`src/design/mnpr_ram.sv`:
```
// Generic single-port-write, single-port-read RAM with a registered read.
// Standalone; used for the active note table of the MIDI note recorder.
`default_nettype none

module mnpr_ram #(
    parameter int WIDTH = 8,
    parameter int DEPTH = 16
) (
    input  wire logic                     i_clk,
    input  wire logic                     i_we,
    input  wire logic [$clog2(DEPTH)-1:0] i_waddr,
    input  wire logic [WIDTH-1:0]         i_wdata,
    input  wire logic                     i_re,
    input  wire logic [$clog2(DEPTH)-1:0] i_raddr,
    output logic      [WIDTH-1:0]         o_rdata
);

    logic [WIDTH-1:0] r_mem [DEPTH];

    always_ff @(posedge i_clk) begin
        if (i_we) begin
            r_mem[i_waddr] <= i_wdata;
        end
        if (i_re) begin
            o_rdata <= r_mem[i_raddr];
        end
    end

endmodule

`default_nettype wire

```
`config.mk`:
```
export PLATFORM = sky130hd
export DESIGN_NAME = mnpr_ram
export DESIGN_NICKNAME = d
export VERILOG_FILES = /design/src/design/mnpr_ram.sv
export SDC_FILE = /design/constraint.sdc
export NUM_CORES = 1
export LEC_CHECK = 0
export BUFFER_PORTS_ARGS = -buffer_cell sky130_fd_sc_hd__buf_2
export CELL_PAD_IN_SITES_DETAIL_PLACEMENT = 1
export CELL_PAD_IN_SITES_GLOBAL_PLACEMENT = 2
export CORE_UTILIZATION = 48
export CTS_CLUSTER_SIZE = 28
export DETAILED_ROUTE_END_ITERATION = 16
export HOLD_SLACK_MARGIN = 0.05
export PLACE_DENSITY_LB_ADDON = 0.1
export SYNTH_ARGS = -nofsm -noshare
export SYNTH_HDL_FRONTEND = slang
export SYNTH_SLANG_ARGS = --single-unit
```
`constraint.sdc`:
```
create_clock -name i_clk -period 2.1 [get_ports i_clk]
set_clock_uncertainty 0.1 [all_clocks]
set_input_delay 0.315 -clock i_clk [delete_from_list [all_inputs] [get_ports i_clk]]
set_output_delay 0.315 -clock i_clk [all_outputs]
set_load 0.05 [all_outputs]
```
==> results of run 1 <==
[per-stage QoR]
step,cells,power [W],hold slack (ns)
2_1_floorplan,229,0.00333,0.314
3_3_place_gp,402,0.00345,0.604
3_5_place_dp,402,0.00346,0.602
6_report,434,0.00606,0.0871
4_1_cts,434,0.00612,0.0607
5_1_grt,434,0.00624,0.0767
[power by group through the flow]
stage,clock network (W),registers (W),logic (W)
after floorplan,0,0.00317,0.000154
after global placement,0,0.00313,0.000323
after detailed placement,0,0.00313,0.000329
after CTS,0.00271,0.00308,0.000332
after global routing,0.00280,0.00308,0.000352
final,0.00265,0.00308,0.000323
[final cells by class]
class / count / area [µm²] / share of cell area (%)
clock buffer: 20 / 425 / 6.91
clock inverter: 12 / 109 / 1.77
sequential: 136 / 4080 / 66.3
timing repair buffer: 47 / 313 / 5.08
multi-input combinational: 83 / 1060 / 17.2
tap: 136 / 170 / 2.76
[logic make-up (layout without fill, tap and decap cells)]
logic type	Yosys count	count (layout)
flops	136	136
buf+inv	10	79
compound gates	16	16
simple gates	35	35
mux	32	32
[sequential cells by signal, indices dropped and copies added (netlist names)]
name	flops
o_rdata	8
r_mem	128
[routing by layer]
layer  track usage (%)  vias up  part of all wire [%]
met5                 0        -                     0
met4              8.33        0                  0.89
met3              4.60        9                   4.4
met2              33.0       59                    52
met1              26.9     1278                    43
li1                  -     1092                     -
[how the worst min path moves through the flow]
| stage | end | from | cells after the start | slack, ns |
|---|---|---|---|---|
| final | r_mem[6][4]$_DFFE_PP_ | i_wdata[4] | 1 | 0.09 |
| after global routing | o_rdata[2]$_DFFE_PP_ | i_re | 1 | 0.08 |
| after CTS | o_rdata[2]$_DFFE_PP_ | i_re | 1 | 0.06 |
| after detailed placement | o_rdata[2]$_DFFE_PP_ | i_re | 1 | 0.60 |
| after global placement | o_rdata[2]$_DFFE_PP_ | i_re | 1 | 0.60 |
| after floorplan | r_mem[0][0]$_DFFE_PP_ | i_wdata[0] | 0 | 0.31 |
[worst register-to-register path: cells and delay by family, from the launching register on]
| family | cells | cell delay (ns) |
|---|---|---|
| AOI/OAI and AO/OA | 1 | 0.27 |
| DFF | 1 | 0.35 |
| and+or+nand+nor | 1 | 0.10 |
| muxes | 1 | 0.50 |
[cells in the final DEF, fill, tap and decap left out, types with 2 or more instances in the layout]
master      instances
edfxtp_1          136
buf_2              26
buf_4              19
mux4_2             18
a22oi_1            16
clkbuf_16          16
mux4_1             14
nor2_1             13
nand2_1             9
clkinv_1            5
nor3_1              4
clkinv_2            3
clkbuf_1            3
nand3b_1            2
nand2b_1            2
bufinv_16           2
clkinvlp_4          2
buf_12              2
==> metrics.cfg, run 1 <==
[logic_synthesis]
synth_mux_area_share_pct = 14.8
async_flop_share_pct = 0
yosysWarnings = 0
synth_fa_ha_area_share_pct = 0
synth_compound_area_share_pct = 2.30
synth_common_cells = edfxtp_1 (136), mux4_2 (18), a22oi_1 (16), mux4_1 (14), nor2_1 (13)
synth_edf_count = 136
synth.area.top_cells = edfxtp_1 (78%), mux4_2 (7.8%), mux4_1 (7.0%)
ys.flop_type = edfxtp_1
synth_top_family_by_area = multiplexers
netlist_instances = 229
synth_area_per_cell_um2 = 22.8
synth-xor-area-share_pct = 0
ys_ff_latch = 136
synth.net_count = 248
yosysMostFrequentCell = edfxtp_1
synth_top_area_share_pct = 78.1
synth-simple-area-share_pct = 3.14
synth_top_area_cell = edfxtp_1
ys_seq_area_share_pct = 78.1
netlist_area_um2 = 5230
yosysUniqueCellTypes = 18

[worst_setup_path]
cp_top_family = multiplexers
cp-end-kind = register
r2r_cells = 3
path_max_fanout = 1
slowest_delay_ns = 0.50
critPathArrivalTime_ns = 1.73
path_depth = 3
rr_endpoint = o_rdata[0]$_DFFE_PP_
critPathBufInv = 0
cp-start-kind = register
crit_slowest_cell = mux4_1
crit_chain = mux4_1 > a22oi_1 > nand2_1
startpoint = r_mem[1][0]$_DFFE_PP_
r2r-start = r_mem[1][0]$_DFFE_PP_
critPathKind = register to register
crit_required_ns = 2.25
crit_path_end = o_rdata[0]$_DFFE_PP_
rrSetupSlack_ns = 0.51

[hold_path]
hold_path.class = input port to register

[floorplan]
die_h_um = 106
dieWidth_um = 106
dieArea_um2 = 11300
io_pins = 27
initial_utilization_pct = 50.0
rows = 37
core_area_um2 = 10500

[power_and_ir_drop]
p_seq_share_pct = 50.8
p_sw_w = 0.00122
p_clk_share_pct = 43.8
ir_worst_vdd_v = 0.000476
pwr-share-comb_pct = 5.3
p_leak_nw = 2.09
switching_share_pct = 20.1
p_per_area_nw_per_um2 = 983
intPower_w = 0.00484

[timing]
finalSetupTns_ns = 0
slew_violations = 0
period_share_pct = 75.6
fin_ws_ns = 0.512
finalSetupViolCount = 0
worstMarginPinSlew_ns = 0.405
rsz0062_at_grt = no
finalHoldViolations = 0
slew_headroom_pct = 73.0
fmax_ghz = 0.630
finalCriticalPeriod_ns = 1.59

[status]
outcome = finished clean

[clock_network]
clk_pin_slew_ns = 0.06
post-cts-setup-buffers = 0
clock-sinks = 136
cts_tree = done
holdBufCountCts = 0
clockBufferDepth = 2
clk_latency_ns = 0.51
clockRootBuffer = clkbuf_8
cts_resized = 0
cts_max_level = 4
cts_inserted_buffers = 17

[global_route]
grtUsageTotal_pct = 20.4
grt_max_degree = 33
grt.overflow.total = 0
antenna_found_initial = 0
grt_pass1_vias = 2638
grt_first_pass_wirelength_um = 15700

[layout]
utilization_pct = 58.9
nFillCells = 920
design_area_um2 = 6160
num_antenna_cells = 0
area.growth.synth_to_final_pct = 17.8
finalNetCount = 304
drive_above_1_share_pct = 30.2

[drt]
via_per_inst = 5.62
final_antenna_net_count = 0
drc = 0
drtIter0Drc = 129
first_pass_iters = 5
wl_per_cell_um = 23.1
num_vias = 2438
routed_wirelength_um = 10000

[place]
finalWeightedCongestion = 0.680
hpwl_um = 6780
post_dp_cell_area_um2 = 5620
dp_worst_setup_slack_ns = 0.123
numPortBuffers = 26

[flow_run]
drv_cap = 0

No activity file was read; power rests on OpenSTA's default activity.
==> run 2: changes to the inputs <==
Settings changed: ABC_AREA set to 1, CORE_UTILIZATION 48 to 41.
Clock period 2.1 ns to 1.7 ns, I/O delays scaled along.
==> run 2 against run 1 <==
Against the previous run: via count up 59%; utilization down 9.5 points; synthesized cell count up 140%; die area up 30%; register-to-register slack worse by 0.09 ns; sequential power up 23%; critical path type is now register to primary output; highest routed layer unchanged.
==> metrics.cfg, run 2 <==
[clock_network]
clk_pin_slew_ns = 0.06  ; about the same
cts_max_level = 4  ; unchanged
holdBufCountCts = 0  ; unchanged
post-cts-setup-buffers = 0  ; unchanged
clock-sinks = 136  ; unchanged
clockBufferDepth = 2  ; unchanged
clk_latency_ns = 0.42  ; -0.09 ns
cts_resized = 0  ; unchanged
clockRootBuffer = clkbuf_16
cts_tree = done
cts_inserted_buffers = 17  ; unchanged

[logic_synthesis]
async_flop_share_pct = 0  ; unchanged
ys_seq_area_share_pct = 69.8  ; -8.3 points
synth_area_per_cell_um2 = 10.6  ; -54%
synth_top_area_cell = edfxtp_1
ys.flop_type = edfxtp_1
synth.net_count = 570  ; +130%
synth_edf_count = 136  ; unchanged
yosysWarnings = 0  ; unchanged
synth_common_cells = nand2_1 (173), edfxtp_1 (136), inv_1 (100), nand3_1 (97), nor2_1 (17)
netlist_area_um2 = 5850  ; +12%
synth_top_area_share_pct = 69.8  ; -8.3 points
yosysMostFrequentCell = nand2_1
yosysUniqueCellTypes = 11  ; -7
synth.area.top_cells = edfxtp_1 (70%), nand2_1 (11%), nand3_1 (8.3%)
ys_ff_latch = 136  ; unchanged
netlist_instances = 551  ; +140%

[layout]
largest_register_ff_count = 128  ; unchanged
num_antenna_cells = 0  ; unchanged
largest-register = r_mem
top_regs = r_mem: 128 flops, o_rdata: 8 flops
layout_commonest_cell = nand2_1
nFillCells = 1515  ; +65%
area.growth.synth_to_final_pct = 17.2
final_cell_mix = nand2_1 (173), edfxtp_1 (136), inv_1 (100)
finalNetCount = 617  ; +100%
drive_above_1_share_pct = 13.6  ; -17 points

[worst_setup_path]
critPathBufInv = 1  ; +1
critPathKind = register to primary output
crit_required_ns = 1.34  ; -0.91 ns
critPathArrivalTime_ns = 1.08  ; -0.65 ns
crit_chain = buf_2
cp_top_family = flip-flops
rrSetupSlack_ns = 0.42  ; -0.09 ns
cp-end-kind = primary output
path_depth = 1  ; -2
slowest_delay_ns = 0.38  ; -0.12 ns
path_max_fanout = 1  ; unchanged
rr_endpoint = o_rdata[5]$_DFFE_PP_
crit_slowest_cell = edfxtp_1
r2r_cells = 6  ; +3
cp-start-kind = register
r2r-start = r_mem[7][5]$_DFFE_PP_

[drt]
drtIter0Drc = 288  ; +120%
final_antenna_net_count = 0  ; unchanged
wl_per_cell_um = 19.7  ; -15%
routed_wirelength_um = 15500  ; +55%
first_pass_iters = 4  ; -1
via_per_inst = 4.91  ; -13%
drc = 0  ; unchanged
num_vias = 3885  ; +59%

[timing]
slew_headroom_pct = 56.7  ; -16 points
finalCriticalPeriod_ns = 1.43
finalHoldViolations = 0  ; unchanged
period_share_pct = 84.3
finalSetupViolCount = 0  ; unchanged
finalSetupTns_ns = 0  ; unchanged
slew_violations = 0  ; unchanged
rsz0062_at_grt = no
fin_ws_ns = 0.267  ; -0.245 ns
worstMarginPinSlew_ns = 0.648  ; +0.243 ns
fmax_ghz = 0.698

[place]
hpwl_um = 10300  ; +52%
dp_worst_setup_slack_ns = 0.0215  ; -0.102 ns
finalWeightedCongestion = 0.766  ; +13%
numPortBuffers = 26  ; unchanged

[floorplan]
rows = 43  ; +16%
io_pins = 27  ; unchanged
die_h_um = 121  ; +14%
initial_utilization_pct = 42.1  ; -7.8 points
dieWidth_um = 121  ; +14%
core_area_um2 = 13900  ; +33%
dieArea_um2 = 14700  ; +30%

[global_route]
grt_first_pass_wirelength_um = 23700  ; +51%
grt_pass1_vias = 3839  ; +46%
antenna_found_initial = 0  ; unchanged
grtUsageTotal_pct = 23.1  ; +2.7 points
grt_max_degree = 41  ; +24%
grt.overflow.total = 0  ; unchanged

[power_and_ir_drop]
switching_share_pct = 22.5  ; +2.4 points
p_per_area_nw_per_um2 = 1170  ; +19%
p_clk_share_pct = 45.6  ; +1.8 points
p_leak_nw = 2.96  ; +42%
p_seq_share_pct = 47.5  ; -3.3 points
ir_worst_vdd_v = 0.000613  ; +29%
pwr-share-comb_pct = 6.9  ; +1.6 points
p_sw_w = 0.00180  ; +48%
intPower_w = 0.00620  ; +28%

[status]
outcome = finished clean

[hold_path]
hp-start = i_re
worstHoldEndpoint = o_rdata[5]$_DFFE_PP_
worstHoldPathCells = 1  ; unchanged
hold_path.class = input port to register

[flow_run]
drv_cap = 0  ; unchanged

run 2: cell count changes in the layout (fill, tap and decap cells not counted), moves of 14 or more:
cell,before,now
inv_1,0,100
mux4_2,18,0
nand2_1,9,173
mux4_1,14,0
a22oi_1,16,0
nand3_1,1,97
run 2: cell families (layout without fill, tap and decap cells):
group / count (synthesis) / in the layout / share of synthesized area [%]
flops: 136 / 136 / 69.8
buf+inv: 126 / 186 / 9.39
simple gates: 289 / 289 / 20.8
run 2: worst max path at each step:
stage	start	to	slack (ns)
CTS	o_rdata[4]$_DFFE_PP_	o_rdata[4]	0.25
global route	o_rdata[4]$_DFFE_PP_	o_rdata[4]	0.24
detailed placement	i_raddr[1]	o_rdata[5]$_DFFE_PP_	0.02
finish	o_rdata[4]$_DFFE_PP_	o_rdata[4]	0.27
floorplan	i_waddr[2]	r_mem[10][0]$_DFFE_PP_	0.39
global placement	i_raddr[0]	o_rdata[7]$_DFFE_PP_	0.06
run 2: metrics by stage:
stage          cells  total power, W  util (%)  instance area, µm²  hold slack [ns]
4_1_cts          791         0.00806      49.4                6850           0.0974
6_report         791         0.00800      49.4                6850            0.115
3_3_place_gp     759         0.00442      45.2                6270            0.538
3_5_place_dp     759         0.00443      45.2                6270            0.542
2_1_floorplan    551         0.00419         -                5850            0.254
5_1_grt          791         0.00823      49.4                6850           0.0990
run 2: layer usage:
| layer | wire length (µm) | part of all wire, % | vias up | track usage [%] |
|---|---|---|---|---|
| met3 | 496 | 3.2 | 19 | 4.37 |
| met4 | 233 | 1.5 | 0 | 8.02 |
| met1 | 7280 | 47 | 1923 | 31.5 |
| li1 | - | - | 1877 | - |
| met5 | 0 | 0 | - | 0 |
| met2 | 7530 | 48 | 66 | 36.9 |
run 2: area by class of cell:
type | count | area [µm²] | share of cell area [%]
clock buffers | 17 | 425 | 6.21
flip-flops and latches | 136 | 4080 | 59.6
well taps | 180 | 225 | 3.29
inverters | 102 | 383 | 5.59
multi-input cells | 289 | 1210 | 17.7
repair buffers | 52 | 363 | 5.29
clock inverters | 15 | 160 | 2.34
run 2: worst reg2reg max path, cell delays in order (launching register included):
cell and delay, ns:
edfxtp_1 0.35, inv_1 0.06, nand2_1 0.04, nand3_1 0.14, nand3_1 0.13, nand3_1 0.14, nand2_1 0.07
run 2: power groups by stage:
stage          Sequential (W)  Clock [W]  Combinational [W]
6_report              0.00380    0.00365           0.000549
5_1_grt               0.00381    0.00382           0.000604
4_1_cts               0.00380    0.00370           0.000560
3_5_place_dp          0.00387          0           0.000556
3_3_place_gp          0.00387          0           0.000550
2_1_floorplan         0.00392          0           0.000265
