[config.mk]
export PLATFORM = sky130hd
export DESIGN_NAME = mnpr_out_fifo
export DESIGN_NICKNAME = d
export VERILOG_FILES = /design/src/design/mnpr_pkg.sv /design/src/design/mnpr_out_fifo.sv
export SDC_FILE = /design/constraint.sdc
export NUM_CORES = 1
export LEC_CHECK = 0
export ABC_AREA = 1
export BUFFER_PORTS_ARGS = -buffer_cell sky130_fd_sc_hd__buf_2
export CAP_MARGIN = 10
export CORE_MARGIN = 1
export CORE_UTILIZATION = 45
export CTS_CLUSTER_SIZE = 28
export DETAILED_ROUTE_END_ITERATION = 7
export MAX_ROUTING_LAYER = met4
export PLACE_DENSITY = 0.82
export SLEW_MARGIN = 20
export SYNTH_ARGS = -nofsm -noshare
export SYNTH_HDL_FRONTEND = slang
export SYNTH_SLANG_ARGS = --single-unit
[constraint.sdc]
create_clock -name i_clk -period 2.7 [get_ports i_clk]
set_clock_uncertainty 0.2 [all_clocks]
set_input_delay 0.135 -clock i_clk [delete_from_list [all_inputs] [get_ports i_clk]]
set_output_delay 0.135 -clock i_clk [all_outputs]
set_load 0.05 [all_outputs]
[src/design/mnpr_pkg.sv]
// Package for the MIDI note pairing recorder.
// Holds the payload structs, event codes and sizing constants; no dependencies.
`default_nettype none

package mnpr_pkg;

    // Capacity of the external record store and the width of the fill count.
    localparam int MAX_RECORDS = 65536;
    localparam int CNT_W       = $clog2(MAX_RECORDS + 1);

    localparam int NOTES   = 128;
    localparam int NOTE_W  = $clog2(NOTES);
    localparam int INDEX_W = 16;
    localparam int TIME_W  = 32;

    // Event kinds, taken from status bits 6..4.
    localparam logic [2:0] KIND_NOTE_OFF = 3'd0;
    localparam logic [2:0] KIND_NOTE_ON  = 3'd1;
    localparam logic [2:0] KIND_CTRL     = 3'd3;
    localparam logic [2:0] KIND_PROGRAM  = 3'd4;

    // Controller numbers and the bank that selects the drum kit.
    localparam logic [6:0] CTRL_BANK_MSB = 7'h00;
    localparam logic [6:0] CTRL_BANK_LSB = 7'h20;
    localparam logic [6:0] DRUM_BANK_MSB = 7'h7f;
    localparam logic [6:0] DRUM_BANK_LSB = 7'h00;
    localparam logic [7:0] DRUM_SHIFT    = 8'd12;

    // Result actions.
    localparam logic ACT_APPEND = 1'b0;
    localparam logic ACT_LENGTH = 1'b1;

    // Commands.
    localparam logic CMD_EVENT       = 1'b0;
    localparam logic CMD_BEGIN_TRACK = 1'b1;

    typedef struct packed {
        logic              command;
        logic [TIME_W-1:0] event_time;
        logic [7:0]        status_byte;
        logic [6:0]        first_data;
        logic [6:0]        second_data;
    } t_in;

    typedef struct packed {
        logic               action;
        logic [INDEX_W-1:0] record_index;
        logic [TIME_W-1:0]  record_time;
        logic [2:0]         event_kind;
        logic [7:0]         note_value;
        logic [6:0]         velocity_value;
        logic [TIME_W-1:0]  note_length;
        logic               overflow;
        logic               last;
    } t_out;

    // One entry of the active note table held in RAM.
    typedef struct packed {
        logic [INDEX_W-1:0] record;
        logic [TIME_W-1:0]  start;
    } t_open;

    // Results handed to the output queue together in one push.
    typedef struct packed {
        logic [1:0] count;
        t_out       first;
        t_out       second;
    } t_push;

endpackage

`default_nettype wire

[src/design/mnpr_out_fifo.sv]
// Two-entry output queue that takes up to two results per cycle.
// Depends on mnpr_pkg for the result struct and the push bundle.
`default_nettype none

module mnpr_out_fifo (
    input  wire logic           i_clk,
    input  wire logic           i_rst_n,
    input  wire mnpr_pkg::t_push i_push,
    output logic [1:0]          o_space,
    output logic                o_out_valid,
    input  wire logic           i_out_ready,
    output mnpr_pkg::t_out      o_out
);

    mnpr_pkg::t_out r_q0;
    mnpr_pkg::t_out r_q1;
    mnpr_pkg::t_out n_q0;
    mnpr_pkg::t_out n_q1;
    logic [1:0]     r_cnt;
    logic [1:0]     n_cnt;
    logic [1:0]     w_kept;
    logic           w_pop;

    assign o_out_valid = (r_cnt != 2'd0);
    assign o_out       = r_q0;
    assign o_space     = 2'd2 - r_cnt;
    assign w_pop       = o_out_valid && i_out_ready;

    // The producer never pushes more than the free space seen before a pop.
    always_comb begin
        w_kept = r_cnt - {1'b0, w_pop};
        n_q0   = w_pop ? r_q1 : r_q0;
        n_q1   = r_q1;
        if (i_push.count != 2'd0) begin
            if (w_kept == 2'd0) begin
                n_q0 = i_push.first;
                n_q1 = i_push.second;
            end else begin
                n_q1 = i_push.first;
            end
        end
        n_cnt = w_kept + i_push.count;
    end

    always_ff @(posedge i_clk) begin
        if (!i_rst_n) begin
            r_cnt <= 2'd0;
        end else begin
            r_cnt <= n_cnt;
        end
        r_q0 <= n_q0;
        r_q1 <= n_q1;
    end

endmodule

`default_nettype wire

==> results of run 1 <==
==> sequential cells by signal (all words and copies together) (netlist names) <==
name / count
r_q1: 101
r_cnt: 2
o_out: 101
==> stage by stage <==
step / total power, W / setup WS (ns) / instance area (um2) / hold WS [ns]
finish: 0.0192 / 0.178 / 13700 / 0.0272
global route: 0.0202 / 0.0796 / 13700 / 0.107
CTS: 0.0188 / 0.126 / 13600 / 0.00742
detailed placement: 0.0154 / 0.217 / 10800 / 0.141
global placement: 0.0151 / 0.300 / 10800 / 0.135
floorplan: 0.0132 / 0.00653 / 9120 / 0.0326
==> worst max-delay path: cells and delay by family (launching register included) <==
kind	cells	cell delay [ns]
simple gates	2	0.16
buf+inv	6	0.95
fa+ha+maj	3	0.77
flops	1	0.36
==> layout make-up <==
cell class | count | area [um2] | share of cell area (%)
Antenna cell | 5 | 12.5 | 0.0916
Clock buffer | 27 | 622 | 4.55
Clock inverter | 13 | 119 | 0.871
Inverter | 114 | 433 | 3.17
Multi-Input combinational cell | 731 | 3210 | 23.5
Sequential cell | 204 | 5090 | 37.3
Tap cell | 265 | 332 | 2.43
Timing Repair Buffer | 528 | 3830 | 28.0
==> kinds of logic (layout without fill, tap and decap cells) <==
family / Yosys count / in the layout / synth area share, %
AO/OA/AOI/OAI: 102 / 102 / 8.39
adder cells (fa/ha/maj): 3 / 3 / 0.413
buffers and inverters: 181 / 682 / 9.21
flip-flops: 204 / 204 / 56.0
other: 0 / 5 / 0
AND/OR/NAND/NOR: 626 / 626 / 26.0
==> layout by cell type, fill, tap and decap left out <==
| cell type | count |
|---|---|
| clkinv_2 | 9 |
| ha_1 | 1 |
| ha_2 | 1 |
| nand2_4 | 3 |
| buf_12 | 10 |
| inv_1 | 110 |
| buf_6 | 1 |
| inv_2 | 2 |
| nand2_8 | 1 |
| dlygate4sd3_1 | 205 |
| ha_4 | 1 |
| o211ai_1 | 101 |
| buf_2 | 310 |
| clkinv_1 | 1 |
| buf_4 | 2 |
| diode_2 | 5 |
| bufinv_16 | 2 |
| clkbuf_8 | 1 |
| clkinvlp_4 | 3 |
| clkbuf_1 | 2 |
| nor2_4 | 1 |
| dfxtp_1 | 103 |
| nand2_1 | 621 |
| edfxtp_1 | 101 |
| clkbuf_16 | 24 |
| a21oi_1 | 1 |
==> final timing paths <==
check | cells after the start | endpoint | start | slack (ns)
max | 11 | r_cnt[0] | r_cnt[1] | 0.18
min | 6 | r_cnt[1] | i_push[202] | 0.03
max reg2reg | 11 | r_cnt[0] | r_cnt[1] | 0.18
min reg2reg | 2 | o_out[77] | r_q1[77] | 0.29
==> metal layers <==
layer  up-vias  GRT usage (%)  part of all wire [%]
li1       4497              -                     -
met1      4265           30.2                    36
met2       549           51.4                    51
met5         -              -                     0
met3       182           5.46                   7.3
met4         0           19.9                   6.6
==> power by group through the flow <==
stage	clock, W	sequential (W)	combinational [W]
floorplan	0	0.00859	0.00464
global route	0.00322	0.00608	0.0109
CTS	0.00312	0.00586	0.00983
global placement	0	0.00583	0.00929
finish	0.00307	0.00594	0.0102
detailed placement	0	0.00591	0.00954
==> what timing repair did <==
action,4_1_cts,5_1_grt
hold buffers,205,0
hold endpoints to repair,204,0
setup endpoints to repair,0,2
gates resized for setup,0,2
==> results.json, run 1 <==
{
  "status": "finished, final reports clean",
  "ys_ff_latch": 204,
  "place_hpwl_mm": 15.1,
  "filler_cell_count": 1323,
  "fin_setup_tns_ns": 0,
  "cts_made_buffers": 22,
  "p_comb_share_pct": 53.0,
  "htree_levels": 1,
  "seqPwrFrac_pct": 31.0,
  "synth_top_area_share_pct": 33.3,
  "async_flop_share_pct": 0,
  "grt_start_max_net_pins": 203,
  "hold_viol": 0,
  "core_area_um2": 19700,
  "crit_path_end_kind": "register",
  "clk_pin_slew_ns": 0.06,
  "critPathArrivalTime_ns": 2.72,
  "yosys_warnings": 0,
  "yosys-top-cells-count": "622 x nand2_1, 112 x inv_1, 103 x dfxtp_1",
  "drv_slew": 0,
  "ioPinCount": 311,
  "numPortBuffers": 310,
  "cp_max_fo": 4,
  "avgSynthCellArea_um2": 8.15,
  "antenna_left": 0,
  "fmax_mhz": 397,
  "track_usage_pct": 29.5,
  "nets": 1811,
  "synth_edf_count": 101,
  "min_period_over_period_pct": 93.4,
  "postLayoutCoreUtil_pct": 69.5,
  "tightest_slew_ns": 1.03,
  "grt_setup_unrepaired": "false",
  "dp_cells": 1637,
  "antenna_found_initial": 4,
  "final_cells": 1887,
  "synth_area_leader_cell": "edfxtp_1",
  "syn-num-nets": 1326,
  "crit_chain": "inv_2 > ha_2 > clkinvlp_4 > nand2_8 > inv_1 > ha_4 > inv_2 > ha_1 > nand2_1 > dlygate4sd3_1 > inv_1",
  "synth-main-ff-cell": "dfxtp_1",
  "placementRows": 51,
  "crit_path_top_delay_cell": "dlygate4sd3_1",
  "maxCapViolCount": 0,
  "synthesis.area_um2": 9100,
  "internal_power_w": 0.00987,
  "syn_inst": 1116,
  "cp.required_ns": 2.90,
  "drive_gt1_share_pct": 22.9,
  "wire_per_inst_um": 16.3,
  "cp_slowest_stage_delay_ns": 0.55,
  "die_w_um": 144,
  "clkLatencyLatePin_ns": 0.50,
  "initialDrtViolationCount": 649,
  "synth-seq-area-share_pct": 56.0,
  "dr.pass1.iters": 5,
  "cts_sinks": 204,
  "netSwitchingPower_w": 0.00929,
  "vdd_ir_drop_max_mv": 1.04,
  "area_growth_pct": 50.1,
  "p_sw_share_pct": 48.5,
  "via_count": 9493,
  "setup_viol": 0,
  "cts_tree": "yes",
  "leakage_nw": 7.10,
  "synth.area.top_cells": "edfxtp_1 33%, nand2_1 26%, dfxtp_1 23%, o211ai_1 8.3%, inv_1 4.6%",
  "dieArea_um2": 20800,
  "power_density_nw_per_um2": 1400,
  "drc": 0,
  "ys_types": 15,
  "cts.path.max_buffers": 3,
  "cts-root-buf": "clkbuf_16",
  "vias_per_cell": 5.03,
  "finalWirelength_mm": 30.7,
  "gp_congestion": 0.818,
  "yosys.cell_count.top_type": "nand2_1",
  "crit_type": "register to register",
  "grt_pass1_vias": 9753,
  "die_h_um": 144,
  "start_util_pct": 46.3,
  "p_clk_share_pct": 16.0,
  "hold_class": "input pin to register",
  "critical_path.startpoint_type": "register",
  "grt_pass1_wl_mm": 46.2,
  "fin_crit_ns": 2.52,
  "post-cts-setup-buffer-count": 0,
  "slew_headroom_pct": 31.5,
  "gr-total-overflow": 0
}
Note: power is estimated with default switching activity, not from simulation.
==> inputs of run 2 (changes only) <==
ABC_AREA = not set   (was 1)
==> results.json, run 2 <==
{
  "status": "finished, final reports clean",
  "die_w_um": 145,
  "critPathArrivalTime_ns": 2.61,
  "filler_cell_count": 1292,
  "synthesis.area_um2": 9220,
  "dieArea_um2": 21100,
  "ys_types": 16,
  "ioPinCount": 311,
  "cts_made_buffers": 22,
  "hold_viol": 0,
  "layout_common_cells": "310 x buf_2, 224 x mux2_2, 205 x dlygate4sd3_1",
  "yosys.cell_count.top_type": "mux2_2",
  "yosys-top-cells-count": "224 x mux2_2, 103 x dfxtp_1, 101 x edfxtp_1",
  "grt_pass1_vias": 7603,
  "antenna_left": 0,
  "wire_per_inst_um": 18.6,
  "maxCapViolCount": 0,
  "cp_max_fo": 53,
  "area_growth_pct": 48.1,
  "whs_endpoint": "r_cnt[1]",
  "core_area_um2": 19800,
  "ys_ff_latch": 204,
  "synth_top_family_by_area": "multiplexers",
  "crit_chain": "inv_1 > ha_1 > nand2b_4 > inv_1 > ha_1 > nand2_4 > buf_12 > mux2_2",
  "post-cts-setup-buffer-count": 0,
  "async_flop_share_pct": 0,
  "slew_headroom_pct": 46.2,
  "regToRegSetupSlack_ns": 0.13,
  "r2r_start": "r_cnt[1]",
  "crit_type": "register to register",
  "fin_crit_ns": 2.57,
  "tightest_slew_ns": 0.807,
  "start_util_pct": 46.6,
  "htree_levels": 1,
  "initialDrtViolationCount": 198,
  "min_period_over_period_pct": 95.2,
  "rr_worst_depth": 8,
  "clk_pin_slew_ns": 0.06,
  "syn-num-nets": 769,
  "cts_sinks": 204,
  "p_total_w": 0.0181,
  "cts-root-buf": "clkbuf_16",
  "syn_inst": 559,
  "crit_path_end_kind": "register",
  "synthMuxAreaShare_pct": 40.2,
  "gp_congestion": 0.745,
  "gr-total-overflow": 0,
  "drive_gt1_share_pct": 60.6,
  "critical_path.startpoint_type": "register",
  "fin_setup_tns_ns": 0,
  "cp.required_ns": 2.74,
  "synth_top_area_share_pct": 32.9,
  "grt_setup_unrepaired": "false",
  "track_usage_pct": 24.4,
  "synth-main-ff-cell": "dfxtp_1",
  "synth-compound-area-share_pct": 0,
  "synth-seq-area-share_pct": 55.3,
  "synth_xor_area_share_pct": 0.285,
  "post_cts_resized": 0,
  "nets": 1280,
  "finalWirelength_mm": 25.1,
  "synth_simple_gate_area_share_pct": 0.448,
  "place_hpwl_mm": 13.3,
  "synthAdderAreaFrac_pct": 0.407,
  "die_h_um": 145,
  "dr.pass1.iters": 4,
  "placementRows": 51,
  "hold_class": "input pin to register",
  "drc": 0,
  "cp_slowest_stage_delay_ns": 0.39,
  "crit_path_top_delay_cell": "mux2_2",
  "cts_tree": "yes",
  "min_from": "i_out_ready",
  "synth_area_leader_cell": "edfxtp_1",
  "mostFrequentLayoutCell": "buf_2",
  "vdd_ir_drop_max_mv": 0.955,
  "clkLatencyLatePin_ns": 0.51,
  "power_density_nw_per_um2": 1320,
  "drv_slew": 0,
  "synth_edf_count": 101,
  "vias_per_cell": 4.96,
  "cts.path.max_buffers": 3,
  "synth.area.top_cells": "edfxtp_1 33%, mux2_2 27%, dfxtp_1 22%, mux2_4 13%, buf_6 2.2%",
  "grt_start_max_net_pins": 102,
  "r2r_end": "r_q1[66]",
  "grt_pass1_wl_mm": 39.8,
  "hold-path-cell-count": 7,
  "setup_viol": 0,
  "postLayoutCoreUtil_pct": 69.0,
  "via_count": 6703,
  "numPortBuffers": 310,
  "leakage_nw": 6.06,
  "avgSynthCellArea_um2": 16.5,
  "antenna_found_initial": 1,
  "yosys_warnings": 0,
  "fmax_mhz": 389
}
## run 2: kinds of logic after synthesis
kind of cell | after synthesis
buffers and inverters | 40
DFF | 204
xor gates and xnor gates | 3
muxes | 303
and+or+nand+nor | 6
adders and majority gates | 3
## run 2: layout make-up
| class | count | area (um2) | area share [%] |
|---|---|---|---|
| Sequential cell | 204 | 5090 | 37.3 |
| Multi-Input combinational cell | 315 | 3840 | 28.1 |
| Timing Repair Buffer | 521 | 3720 | 27.3 |
| Clock buffer | 26 | 566 | 4.14 |
| Tap cell | 265 | 332 | 2.43 |
| Clock inverter | 13 | 80.1 | 0.586 |
| Inverter | 6 | 22.5 | 0.165 |
| Antenna cell | 1 | 2.50 | 0.0183 |
## run 2: worst max path at each step
stage | start | to | slack, ns
final | r_cnt[1] | r_q1[66] | 0.13
after global routing | r_cnt[1] | r_q1[57] | 0.04
after CTS | r_cnt[1] | r_q1[33] | 0.15
after detailed placement | r_cnt[1] | r_q1[66] | 0.18
after global placement | r_cnt[1] | r_q1[66] | 0.24
after floorplan | i_push[203] | o_out[10] | 0.11
## run 2: per-stage QoR
stage	cell area [um2]	hold slack, ns	setup slack, ns	instances
3_5_place_dp	11000	0.157	0.180	1106
5_1_grt	13700	0.168	0.0385	1351
3_3_place_gp	11000	0.151	0.244	1106
2_1_floorplan	9220	0.0567	0.114	559
4_1_cts	13700	0.138	0.145	1350
6_report	13700	0.148	0.129	1351
## run 2: metal layers
layer  vias up  global-route usage (%)  wire, um
met3        80                    4.69      1390
li1       3114                       -         -
met4         0                    10.7      1120
met2       282                    42.5     12700
met1      3227                    26.9      9860
met5         -                       -         0
## run 2: report_power, final
part	internal [W]	total (W)	switching [W]
clock	0.00150	0.00273	0.00122
sequential	0.00490	0.00554	0.000636
combinational	0.00430	0.00980	0.00550
## run 2: worst max-delay path: cells and delay by family (launching register included)
| family | cells | cell delay (ns) |
|---|---|---|
| buffers and inverters | 3 | 0.48 |
| and+or+nand+nor | 2 | 0.27 |
| adders and majority gates | 2 | 0.55 |
| muxes | 1 | 0.39 |
| DFF | 1 | 0.32 |
## run 2: what timing repair did
item | in CTS | in global routing
hold buffers | 205 | 0
endpoints found under the hold margin | 204 | 0
setup endpoints to repair | 0 | 0
